$ cat src/rpl_pkg.sv
package rpl_pkg;

    localparam int PAGE_W       = 8;
    localparam int AGE_W        = 16;
    localparam int SLOT_W       = 3;
    localparam int FIU_W        = 3;
    localparam int OUT_FRAMES   = 7;
    localparam int MAX_FRAMES_DEF = 7;
    localparam int FRAMES_LIMIT = 16;
    localparam int IDX_W        = 4;   // holds any frame index up to FRAMES_LIMIT-1
    localparam int CNT_W        = 5;   // holds a frame count up to FRAMES_LIMIT
    localparam int APB_ADDR_W   = 3;
    localparam int APB_DATA_W   = 32;

    localparam logic [AGE_W-1:0]  AGE_MAX      = '1;
    localparam logic [AGE_W-1:0]  AGE_RESET    = AGE_W'(1);
    localparam logic [FIU_W-1:0]  FIU_RESET    = FIU_W'(7);
    localparam logic [PAGE_W-1:0] MARKER_RESET = PAGE_W'(10);

    // register index, taken from paddr[2]
    localparam logic REG_FRAMES_IN_USE = 1'b0;
    localparam logic REG_EMPTY_MARKER  = 1'b1;

    typedef struct packed {
        logic [FIU_W-1:0]  frames_in_use;
        logic [PAGE_W-1:0] empty_marker;
    } cfg_t;

    typedef struct packed {
        logic             hit;
        logic [IDX_W-1:0] idx;
    } sel_t;

endpackage

$ cat src/rpl_cfg_regs.sv
module rpl_cfg_regs
    import rpl_pkg::*;
(
    input  logic                  aclk,
    input  logic                  aresetn,
    input  logic                  psel,
    input  logic                  penable,
    input  logic                  pwrite,
    input  logic [APB_ADDR_W-1:0] paddr,
    input  logic [APB_DATA_W-1:0] pwdata,
    output logic [APB_DATA_W-1:0] prdata,
    output cfg_t                  cfg
);

    cfg_t cfg_reg;
    logic wr_en;

    assign wr_en = psel && penable && pwrite;
    assign cfg   = cfg_reg;

    always_ff @(posedge aclk) begin
        if (!aresetn) begin
            cfg_reg.frames_in_use <= FIU_RESET;
            cfg_reg.empty_marker  <= MARKER_RESET;
        end else if (wr_en) begin
            case (paddr[2])
                REG_FRAMES_IN_USE: cfg_reg.frames_in_use <= pwdata[FIU_W-1:0];
                REG_EMPTY_MARKER:  cfg_reg.empty_marker  <= pwdata[PAGE_W-1:0];
                default: ;
            endcase
        end
    end

    always_comb begin
        case (paddr[2])
            REG_FRAMES_IN_USE: prdata = APB_DATA_W'(cfg_reg.frames_in_use);
            REG_EMPTY_MARKER:  prdata = APB_DATA_W'(cfg_reg.empty_marker);
            default:           prdata = '0;
        endcase
    end

endmodule

$ cat src/rpl_select.sv
module rpl_select
    import rpl_pkg::*;
#(
    parameter int MAX_FRAMES = MAX_FRAMES_DEF
) (
    input  logic [PAGE_W-1:0] pages [MAX_FRAMES],
    input  logic [AGE_W-1:0]  ages  [MAX_FRAMES],
    input  logic [MAX_FRAMES-1:0] valid,
    input  logic [MAX_FRAMES-1:0] in_use,
    input  logic [PAGE_W-1:0] page,
    output sel_t              sel
);

    logic [MAX_FRAMES-1:0] match;
    logic [MAX_FRAMES-1:0] oldest;
    logic [IDX_W-1:0]      hit_idx;
    logic [IDX_W-1:0]      old_idx;
    logic                  hit_found;
    logic                  old_found;

    // tag match per frame
    always_comb begin
        for (int k = 0; k < MAX_FRAMES; k++) begin
            match[k] = in_use[k] && valid[k] && (pages[k] == page);
        end
    end

    // frame k wins if strictly older than every lower frame and at least as old
    // as every higher frame, so ties go to the lowest index
    always_comb begin
        for (int k = 0; k < MAX_FRAMES; k++) begin
            oldest[k] = in_use[k];
            for (int j = 0; j < MAX_FRAMES; j++) begin
                if (in_use[j] && (j < k) && !(ages[k] > ages[j])) begin
                    oldest[k] = 1'b0;
                end
                if (in_use[j] && (j > k) && (ages[k] < ages[j])) begin
                    oldest[k] = 1'b0;
                end
            end
        end
    end

    always_comb begin
        hit_idx   = '0;
        old_idx   = '0;
        hit_found = 1'b0;
        old_found = 1'b0;
        for (int k = 0; k < MAX_FRAMES; k++) begin
            if (match[k] && !hit_found) begin
                hit_idx   = IDX_W'(k);
                hit_found = 1'b1;
            end
            if (oldest[k] && !old_found) begin
                old_idx   = IDX_W'(k);
                old_found = 1'b1;
            end
        end
        sel.hit = hit_found;
        sel.idx = hit_found ? hit_idx : old_idx;
    end

endmodule

$ cat src/lru_page_frame_replacer.sv
// a request waits in the request register, then moves into the result register
// throughput: one request per cycle unless the result stalls; the hit/victim
// compare tree is combinational; frame state and result register load at one edge
// reset: synchronous, active-low aresetn; frames go empty with marker 10 and age 1,
// frames_in_use returns to 7, empty_marker to 10, both channels come up empty
module lru_page_frame_replacer
    import rpl_pkg::*;
#(
    parameter int MAX_FRAMES = MAX_FRAMES_DEF
) (
    input  logic                  aclk,
    input  logic                  aresetn,
    // configuration port
    input  logic                  psel,
    input  logic                  penable,
    input  logic                  pwrite,
    input  logic [APB_ADDR_W-1:0] paddr,
    input  logic [APB_DATA_W-1:0] pwdata,
    output logic [APB_DATA_W-1:0] prdata,
    output logic                  pready,
    // request channel
    input  logic                  s_valid,
    output logic                  s_ready,
    input  logic [PAGE_W-1:0]     s_page,
    input  logic                  s_start_req,
    // result channel
    output logic                  m_valid,
    input  logic                  m_ready,
    output logic                  m_fault,
    output logic [SLOT_W-1:0]     m_slot,
    output logic [PAGE_W-1:0]     m_frame_0,
    output logic [PAGE_W-1:0]     m_frame_1,
    output logic [PAGE_W-1:0]     m_frame_2,
    output logic [PAGE_W-1:0]     m_frame_3,
    output logic [PAGE_W-1:0]     m_frame_4,
    output logic [PAGE_W-1:0]     m_frame_5,
    output logic [PAGE_W-1:0]     m_frame_6
);

    cfg_t cfg;

    // request register
    logic              in_valid_reg;
    logic [PAGE_W-1:0] in_page_reg;
    logic              in_start_reg;

    // frame state
    logic [PAGE_W-1:0]     pages_reg [MAX_FRAMES];
    logic [AGE_W-1:0]      ages_reg  [MAX_FRAMES];
    logic [MAX_FRAMES-1:0] valid_reg;

    // state after an optional start, seen by the compare logic
    logic [PAGE_W-1:0]     pages_eff [MAX_FRAMES];
    logic [AGE_W-1:0]      ages_eff  [MAX_FRAMES];
    logic [MAX_FRAMES-1:0] valid_eff;

    logic [PAGE_W-1:0]     pages_next [MAX_FRAMES];
    logic [AGE_W-1:0]      ages_next  [MAX_FRAMES];
    logic [MAX_FRAMES-1:0] valid_next;

    // result register
    logic              out_valid_reg;
    logic              out_fault_reg;
    logic [SLOT_W-1:0] out_slot_reg;

    logic [CNT_W-1:0]      n_active;
    logic [MAX_FRAMES-1:0] in_use;
    logic [PAGE_W-1:0]     frame_out [OUT_FRAMES];
    sel_t                  sel;
    logic                  fire;

    assign pready = 1'b1;

    rpl_cfg_regs u_cfg_regs (
        .aclk    (aclk),
        .aresetn (aresetn),
        .psel    (psel),
        .penable (penable),
        .pwrite  (pwrite),
        .paddr   (paddr),
        .pwdata  (pwdata),
        .prdata  (prdata),
        .cfg     (cfg)
    );

    // a held request is processed whenever the result register is free or draining
    assign fire    = in_valid_reg && (!out_valid_reg || m_ready);
    assign s_ready = !in_valid_reg || fire;

    always_ff @(posedge aclk) begin
        if (!aresetn) begin
            in_valid_reg <= 1'b0;
        end else if (s_ready) begin
            in_valid_reg <= s_valid;
        end
    end

    always_ff @(posedge aclk) begin
        if (s_ready && s_valid) begin
            in_page_reg  <= s_page;
            in_start_reg <= s_start_req;
        end
    end

    // frame count clamped to 1..MAX_FRAMES
    always_comb begin
        if (cfg.frames_in_use == '0) begin
            n_active = CNT_W'(1);
        end else if (CNT_W'(cfg.frames_in_use) > CNT_W'(MAX_FRAMES)) begin
            n_active = CNT_W'(MAX_FRAMES);
        end else begin
            n_active = CNT_W'(cfg.frames_in_use);
        end
        for (int k = 0; k < MAX_FRAMES; k++) begin
            in_use[k] = (CNT_W'(k) < n_active);
        end
    end

    // a start request empties every frame before the lookup
    always_comb begin
        for (int k = 0; k < MAX_FRAMES; k++) begin
            pages_eff[k] = in_start_reg ? cfg.empty_marker : pages_reg[k];
            ages_eff[k]  = in_start_reg ? AGE_RESET : ages_reg[k];
            valid_eff[k] = in_start_reg ? 1'b0 : valid_reg[k];
        end
    end

    rpl_select #(
        .MAX_FRAMES (MAX_FRAMES)
    ) u_select (
        .pages  (pages_eff),
        .ages   (ages_eff),
        .valid  (valid_eff),
        .in_use (in_use),
        .page   (in_page_reg),
        .sel    (sel)
    );

    // load the victim on a fault, clear the chosen age, age every frame in use
    always_comb begin
        for (int k = 0; k < MAX_FRAMES; k++) begin
            pages_next[k] = pages_eff[k];
            ages_next[k]  = ages_eff[k];
            valid_next[k] = valid_eff[k];
            if (IDX_W'(k) == sel.idx) begin
                ages_next[k] = '0;
                if (!sel.hit) begin
                    pages_next[k] = in_page_reg;
                    valid_next[k] = 1'b1;
                end
            end
            if (in_use[k] && (ages_next[k] != AGE_MAX)) begin
                ages_next[k] = ages_next[k] + AGE_W'(1);
            end
        end
    end

    always_ff @(posedge aclk) begin
        if (!aresetn) begin
            valid_reg <= '0;
            for (int k = 0; k < MAX_FRAMES; k++) begin
                pages_reg[k] <= MARKER_RESET;
                ages_reg[k]  <= AGE_RESET;
            end
        end else if (fire) begin
            valid_reg <= valid_next;
            for (int k = 0; k < MAX_FRAMES; k++) begin
                pages_reg[k] <= pages_next[k];
                ages_reg[k]  <= ages_next[k];
            end
        end
    end

    always_ff @(posedge aclk) begin
        if (!aresetn) begin
            out_valid_reg <= 1'b0;
        end else if (fire) begin
            out_valid_reg <= 1'b1;
        end else if (m_ready) begin
            out_valid_reg <= 1'b0;
        end
    end

    always_ff @(posedge aclk) begin
        if (fire) begin
            out_fault_reg <= !sel.hit;
            out_slot_reg  <= sel.idx[SLOT_W-1:0];
        end
    end

    // frame state only moves when a new result is loaded, so it always matches
    // the result currently on offer and drives the frame fields directly
    generate
        for (genvar k = 0; k < OUT_FRAMES; k++) begin : g_frame_out
            if (k < MAX_FRAMES) begin : g_live
                assign frame_out[k] = pages_reg[k];
            end else begin : g_none
                assign frame_out[k] = '0;
            end
        end
    endgenerate

    assign m_valid   = out_valid_reg;
    assign m_fault   = out_fault_reg;
    assign m_slot    = out_slot_reg;
    assign m_frame_0 = frame_out[0];
    assign m_frame_1 = frame_out[1];
    assign m_frame_2 = frame_out[2];
    assign m_frame_3 = frame_out[3];
    assign m_frame_4 = frame_out[4];
    assign m_frame_5 = frame_out[5];
    assign m_frame_6 = frame_out[6];

endmodule

$ cat config.mk
export PLATFORM = sky130hd
export DESIGN_NAME = lru_page_frame_replacer
export DESIGN_NICKNAME = d
export VERILOG_FILES = /design/src/rpl_pkg.sv /design/src/rpl_cfg_regs.sv /design/src/rpl_select.sv /design/src/lru_page_frame_replacer.sv
export SDC_FILE = /design/constraint.sdc
export NUM_CORES = 1
export LEC_CHECK = 0
export CAP_MARGIN = 20
export CORE_MARGIN = 5
export CORE_UTILIZATION = 30
export CTS_CLUSTER_DIAMETER = 200
export DETAILED_ROUTE_END_ITERATION = 10
export DONT_BUFFER_PORTS = 1
export GPL_TIMING_DRIVEN = 0
export PLACE_DENSITY = 0.52
export SYNTH_ARGS = -nofsm -noshare
export SYNTH_HDL_FRONTEND = slang
export SYNTH_SLANG_ARGS = --single-unit
$ cat constraint.sdc
create_clock -name aclk -period 7.2 [get_ports aclk]
set_input_delay 0.36 -clock aclk [delete_from_list [all_inputs] [get_ports aclk]]
set_output_delay 0.36 -clock aclk [all_outputs]
set_load 0.01 [all_outputs]
== Word-level counts from Yosys, hierarchy flattened ==
Memory sizes are Yosys's and may differ from the RTL's.
Cells that the tools add are included.

* Bitwise logic cells: 15
* Reductions and logical operators: 122
* Div/mod/pow operators: 0
* Muxes and demuxes: 153
* Multipliers: 0
* Eq/ne operators: 20
* Shifts and indexed selects: 0
* Add/subtract/negate cells: 7
* Magnitude comparators: 49

{| class="wikitable"
|+ Operator list
! operator !! number
|-
| 2-to-1 mux 16 bit || 28
|-
| greater-than comparator 16 bit || 21
|-
| less-than comparator 16 bit || 21
|-
| 2-to-1 mux 8 bit || 28
|-
| adder 16 x 1 -> 16 bit (second input constant) || 7
|-
| inequality test 16 bit (second input constant) || 7
|-
| 2-to-1 mux 1 bit || 84
|-
| logical AND 1 bit || 79
|-
| one-hot mux 32 bit (2 select lines) || 1
|-
| equality test 8 bit || 7
|-
| 2-to-1 mux 4 bit || 11
|-
| zero test 1 bit || 36
|-
| less-than comparator 3 x 5 -> 1 bit (first input constant) || 3
|-
| OR 1 bit || 14
|-
| equality test 3 x 4 -> 1 bit (first input constant) || 3
|-
| less-than comparator 1 x 5 -> 1 bit (first input constant) || 2
|-
| less-than comparator 2 x 5 -> 1 bit (first input constant) || 2
|-
| equality test 2 x 4 -> 1 bit (first input constant) || 2
|-
| equality test 1 x 4 -> 1 bit (first input constant) || 1
|-
| zero test 4 bit || 1
|-
| AND reduction 2 bit || 2
|-
| zero test 3 bit || 1
|-
| 2-to-1 mux 3 bit || 1
|-
| logical OR 1 bit || 2
|-
| other kinds (2) || 2
|}

* Memories kept: 2
* Register bits after elaboration: 33
* ROM bits: 0
* RAM bits: 168
* Latch bits: 0
* Output and inout port bits: 95
* Bits of input ports: 51

{| class="wikitable"
|+ Memory list
! memory !! words !! width !! read ports !! clocked after Yosys merged registers in !! write ports !! RTL line !! RTL
|-
| ages_reg || 7 || 16 || 7 || 0 || 7 || lru_page_frame_replacer.sv:49 || <nowiki>logic [AGE_W-1:0] ages_reg [MAX_FRAMES];</nowiki>
|-
| pages_reg || 7 || 8 || 7 || 0 || 7 || lru_page_frame_replacer.sv:48 || <nowiki>logic [PAGE_W-1:0] pages_reg [MAX_FRAMES];</nowiki>
|}

== Depth between registers and ports, before layout ==
Gate-level depths: netlist (run 1).

* Depth in word-level cells: 36
* Gate-level depth with buffers: 37
* Depth with buffers taken out: 25

== Hierarchy ==
A second synthesis (run 1) with hierarchy kept.

* Cells, all modules: 2,452
* Area total of the unflattened synthesis: 21,317.9 um^2

{| class="wikitable"
|+ Modules (own cells, without submodules)
! module !! cells each !! area each (um^2) !! instances !! seq. area each (um^2)
|-
| lru_page_frame_replacer || 1,296 || 12,020.3 || 1 || 5,615.4
|-
| rpl_select || 1,073 || 8,557.0 || 1 || 0.0
|-
| rpl_cfg_regs || 83 || 740.7 || 1 || 220.2
|}

== Worst setup path after synthesis (run 1) ==
OpenSTA, ideal clock, no wires.

* Path kind: flip-flop to flip-flop
* Start point: reg in_start_reg
* End point: mem ages_reg[5][15] (data pin)
* Setup time: 0.257 ns
* Setup slack: -0.060 ns
* Data required time: 6.943 ns
* Period minus slack after synthesis: 7.260 ns
* Data arrival time: 7.004 ns
* Stages on the path, launching flop included: 35
* Path through: edfxtp_1 > buf_4 > buf_6 > buf_4 > buf_2 > clkbuf_1 > clkbuf_1 > clkbuf_1 > clkbuf_1 > clkbuf_1 > clkbuf_1 > nand2b_1 > inv_1 > ha_1 > a21oi_1 > o21ai_0 > nor3_1 > or4b_2 > a2111oi_0 > nand3_1 > a31o_2 > buf_6 > a211oi_1 > nor2_1 > ha_1 > nand4_1 > or4_1 > o2111a_1 > and3_1 > and4_1 > and3_1 > nand3_1 > nor2_1 > xnor2_1 > nor2_1

{| class="wikitable"
|+ RTL lines
! item !! RTL line !! RTL
|-
| start, declared || lru_page_frame_replacer.sv:45 || <nowiki>logic in_start_reg;</nowiki>
|-
| start signal, assigned || lru_page_frame_replacer.sv:101 || <nowiki>in_start_reg <= s_start_req;</nowiki>
|-
| end, declared || lru_page_frame_replacer.sv:49 ||
|}

==> results.cfg, run 1 <==
[run_status]
outcome = completed

[power]
p_int_w = 0.002625
p_comb_share_pct = 31.7
p_leak_nw = 10.16
clkPwrFrac_pct = 34.0
p_sw_w = 0.001464
seq_power_share_pct = 34.4
ir_worst_vdd_v = 0.0001801
power_switching_share_pct = 35.80
p_per_area_nw_per_um2 = 162.9
totalPowerFinal_w = 0.004089

[yosys]
synth_mux_area_share_pct = 3.484
syn_avg_cell_area_sq_um = 8.910
synth_compound_area_share_pct = 15.84
synth-simple-area-share_pct = 21.53
syn_inst = 2334
ys_top_cells_by_area = edfxtp_1 26%, ha_1 19%, xnor2_1 5.6%, mux2i_1 3.3%, nor2_1 3.3%
synth.most_common_cell = ha_1
ys_types = 95
synthAdderAreaFrac_pct = 19.13
synth-seq-cells = 201
synth-main-ff-cell = edfxtp_1
synth_top_family_by_area = simple AND/OR/NAND/NOR gates
synth_common_cells = 318 x ha_1, 184 x nor2_1, 181 x edfxtp_1
yosys.area.top_type = edfxtp_1
synth.yosys.seq_area_share_pct = 28.06
synth_xor_area_share_pct = 5.939
synthArstFlopShare_pct = 0
synth_top_area_share_pct = 26.14
synth_enable_flop_cells = 181
syn_area_sq_um = 20790
yosys_warnings = 0

[drt]
drc = 0
vias = 19740
wl_per_cell_um = 26.71
avgViaCountPerCell = 5.711
ant_nets = 0
drt_first_pass_iters = 5
drt_iter0_markers = 1761
route.final.wire_length_um = 92320

[critical_path]
critPathCaptureType = flip-flop
critPathMaxStageDelay_ns = 0.51
crit_fanout = 11
r2r_cells = 29
r2r_end = ages_reg[5][15]
r2r-start = in_start_reg
worstPathArrival_ns = 7.47
reg2reg_slack_ns = 0.06
setup.worst_path.class = reg2reg
slowest_stage = or4_4
cp-start-kind = flip-flop
cp.required_ns = 7.53

[clock_network]
cts_buffers = 27
cts_tree = yes
ctsRootBufferMaster = clkbuf_16
cts_sinks = 201
htreeDepth = 1
clk_pin_slew_ns = 0.07
clockBufferDepth = 3
clock_latency_ns = 0.60

[min_path]
holdPathEnd = ages_reg[6][8]
hold_path_class = in2reg
worstHoldStart = aresetn
worst_hold_path.num_cells = 2

[job]
drv_cap = 0

[floorplanning]
start_util_pct = 30.27
fp.dieW_um = 273.3
coreArea_sq_um = 68710
ios = 146
die-area_sq_um = 74680
die_h_um = 273.3
fp-row-count = 96

[placement]
routabilityCongestion = 0.9795
place_hpwl_um = 71470
portBuffers = 0
place_worst_setup_slack_ns = -5.435

[timing]
hold_viol_final = 0
finalSetupViolations = 0
finClkSkew_ns = 0.01675
slew_viol_final = 0
relSlewSlack_pct = 28.58
worstMarginPinSlew_ns = 1.069
fmax_mhz = 140.0
fin_crit_sh_pct = 99.23
post-route-min-period_ns = 7.145
worst_slack_ns = 0.05538

[global_route]
antenna_found_initial = 4
grt.overflow.total = 0
grt_max_degree = 63
grt_pass1_vias = 18870
grt_pass1_wl_um = 131100
grt_use_total_pct = 23.48

[final_layout]
largest_reg_flops = 112
drive_gt1_share_pct = 16.38
syn_to_final_growth_pct = 20.70
nets = 2870
==> cell families (layout without fill, tap and decap cells) <==
group,Yosys count,after routing
simple gates,853,853
compound gates,475,475
fa+ha+maj,318,318
buf+inv,272,437
flops,201,201
xor+xnor,141,141
mux,72,72
other cells,2,28
==> stage by stage <==
step                hold slack [ns]  cell area [sq um]    TNS, ns  std cells  util (%)
finish                       0.1357              25100          0       3456     36.53
CTS                         0.09762              24370   -0.06802       3399     35.47
global placement             0.4272              22050    -872.53       3288     32.10
floorplan                    0.4168              20890          0       2357         -
detailed placement           0.4393              22170    -724.00       3293     32.27
global route                 0.1541              25090  -0.003785       3453     36.52
==> final cells by class <==
cell class | count | area (sq um)
clock buffers | 36 | 749.5
repair buffers | 120 | 1075
diodes | 3 | 7.507
clock inverters | 14 | 135.1
multi-input cells | 1884 | 14610
plain buffers | 126 | 930.9
fillers | 7098 | 43610
inverters | 141 | 589.3
flip-flops and latches | 201 | 5836
well taps | 931 | 1165
==> per-layer routing <==
layer | share of wire [%] | track usage, % | up-vias
met4 | 4.1 | 8.695 | 0
met5 | 0 | 0 | -
met3 | 7.6 | 4.523 | 184
met1 | 43 | 30.96 | 9653
met2 | 45 | 38.29 | 902
li1 | - | - | 8999
==> power groups by stage <==
stage / registers, W / clock network (W) / logic [W]
after floorplan: 0.00141 / 0 / 0.000717
after global placement: 0.00144 / 0 / 0.00106
after detailed placement: 0.00143 / 0 / 0.00109
after CTS: 0.00140 / 0.00141 / 0.00121
after global routing: 0.00141 / 0.00146 / 0.00138
final: 0.00140 / 0.00139 / 0.00129
==> layout by cell type (no fill, tap or decap), types with 20 or more instances in the layout <==
cell and count:
nor2_1 178, clkbuf_1 50, nand3_1 83, buf_4 119
a211oi_1 50, edfxtp_1 181, o211ai_1 24, xnor2_1 134
nand2b_1 55, inv_1 116, dlygate4sd3_1 20, dfxtp_1 20
conb_1 25, and3_1 24, nor2b_1 20, a21o_1 37
nor3_1 31, a21oi_1 129, mux2i_1 69, nor4_1 37
clkbuf_16 33, ha_1 314, o21ai_0 76, nand4_1 64
nand2_1 168
==> critical path: cells and delay by family, from the launching register on <==
family | cells | cell delay, ns
compound gates | 6 | 1.31
xor+xnor | 1 | 0.14
fa+ha+maj | 2 | 0.64
buf+inv | 7 | 1.49
flops | 1 | 0.34
simple gates | 13 | 2.90
==> what timing repair did <==
item,CTS,global route
resized for setup,204,81
endpoints found under the setup margin,178,85
hold buffers,20,0
endpoints found under the hold margin,24,0
pin swaps,28,33
setup buffers,40,54
gates cloned,0,1
==> worst max-delay path by stage <==
stage | startpoint | endpoint | slack [ns] | depth (start not counted)
finish | in_start_reg | ages_reg[5][15] | 0.06 | 29
global route | in_start_reg | ages_reg[3][4] | -0.003 | 31
CTS | in_start_reg | ages_reg[1][15] | -0.05 | 32
detailed placement | in_start_reg | ages_reg[1][15] | -5.44 | 33
global placement | in_start_reg | ages_reg[1][15] | -5.45 | 34
floorplan | in_start_reg | ages_reg[1][15] | 0.006 | 35
Power figures use the tool's default switching activity.
==> run 2, diff against run 1 <==
MAX_ROUTING_LAYER = met4   (was unset)
==> results.cfg, run 2 (same netlist as run 1, synthesis figures left out) <==
[run_status]
outcome = completed

[global_route]
grt_pass1_vias = 18460
grt.overflow.total = 0
grt_max_degree = 57
grt_pass1_wl_um = 131200
grt_use_total_pct = 24.33
antenna_found_initial = 2

[critical_path]
setup.worst_path.class = reg2reg
crit_fanout = 11
critPathMaxStageDelay_ns = 0.55
critPathCaptureType = flip-flop
slowest_stage = or4_4
cp.required_ns = 7.55
crit_top_cell = clkbuf_16
cp-start-kind = flip-flop
worstPathArrival_ns = 7.50

[final_layout]
drive_gt1_share_pct = 14.27
post-route-util_pct = 35.85
final_cell_mix = 314 x ha_1, 181 x edfxtp_1, 177 x nor2_1
layout_commonest_cell = ha_1
nets = 2842
syn_to_final_growth_pct = 18.45
largest_reg_flops = 112

[timing]
fmax_mhz = 139.8
post-route-min-period_ns = 7.155
slew_viol_final = 0
finalSetupViolations = 0
setup-tns-final_ns = 0
fin_crit_sh_pct = 99.37
worst_slack_ns = 0.04545
hold_viol_final = 0
worstMarginPinSlew_ns = 1.027
relSlewSlack_pct = 31.54
finClkSkew_ns = 0.02076

[clock_network]
cts_tree = yes
htreeDepth = 1
clock_latency_ns = 0.61
ctsRootBufferMaster = clkbuf_16
cts_buffers = 28
cts_sinks = 201
clk_pin_slew_ns = 0.06
clockBufferDepth = 3

[job]
drv_cap = 0

[drt]
wl_per_cell_um = 26.98
route.final.wire_length_um = 92440
vias = 19510
ant_nets = 0
drt_first_pass_iters = 5
avgViaCountPerCell = 5.694
drt_iter0_markers = 2099
drc = 0

[placement]
place_worst_setup_slack_ns = -5.798
routabilityCongestion = 0.9844
portBuffers = 0
place_hpwl_um = 71360

[power]
p_leak_nw = 10.03
ir_worst_vdd_v = 0.0001917
p_per_area_nw_per_um2 = 163.6
totalPowerFinal_w = 0.004029

[min_path]
hold_path_class = in2reg

[floorplanning]
die_h_um = 273.3
die-area_sq_um = 74680
fp-row-count = 96
fp.dieW_um = 273.3
start_util_pct = 30.27
ios = 146
coreArea_sq_um = 68710
-- run 2: cell count changes in the layout (fill, tap and decap cells not counted), moves of 4 or more --
| cell | delta |
|---|---|
| nor2b_4 | -4 |
| nand2b_1 | +7 |
| buf_4 | -28 |
| clkinvlp_4 | -7 |
| nand2b_2 | -8 |
| inv_1 | +10 |
-- run 2: what timing repair did --
action                                  CTS  global route
endpoints found under the hold margin    24             0
hold buffers                             20             0
resized for setup                       196            43
pin swaps                                34            30
endpoints found under the setup margin  178            89
cloned                                    1             1
buffers inserted                         51            14
-- run 2: routing by layer --
layer	vias to the layer above	track usage, %	wire length (um)
li1	8927	-	-
met1	9552	32.29	40130
met2	855	37.74	41610
met3	178	3.357	6453
met4	0	9.452	4253
met5	-	-	0
-- run 2: final timing paths --
check / from / to / slack (ns) / cells past startpoint
setup reg to reg: in_start_reg / ages_reg[1][7] / 0.05 / 34
setup / recovery: in_start_reg / ages_reg[1][7] / 0.05 / 34
hold / removal: aresetn / ages_reg[6][8] / 0.13 / 2
hold reg to reg: valid_reg[6] / valid_reg[6] / 0.46 / 2
-- run 2: final cells by class --
cell class / count / area, sq um
timing repair buffer: 91 / 828.3
buffer: 126 / 920.9
multi-input combinational: 1884 / 14430
clock buffer: 35 / 778.2
clock inverter: 16 / 111.4
sequential: 201 / 5836
antenna: 2 / 5.005
fill: 7137 / 44070
inverter: 141 / 558.0
tap: 931 / 1165
-- run 2: power breakdown --
group | internal, W | switching (W)
Sequential | 0.00134 | 0.0000594
Clock | 0.000766 | 0.000608
Combinational | 0.000454 | 0.000796
Total | 0.00257 | 0.00146
-- run 2: critical path, delay by kind of cell (launching register included) --
family                   cells  cell delay (ns)
buffers and inverters       13             2.00
AO/OA/AOI/OAI                4             0.88
flip-flops                   1             0.34
XOR/XNOR                     1             0.13
AND/OR/NAND/NOR             14             2.93
adder cells (fa/ha/maj)      2             0.52
-- run 2: stage by stage --
step	instances	hold slack, ns	cell area, sq um
2_1_floorplan	2357	0.4168	20890
3_3_place_gp	3288	0.4294	22050
3_5_place_dp	3292	0.4482	22150
4_1_cts	3411	0.1034	24360
5_1_grt	3425	0.1263	24630
6_report	3427	0.1327	24630
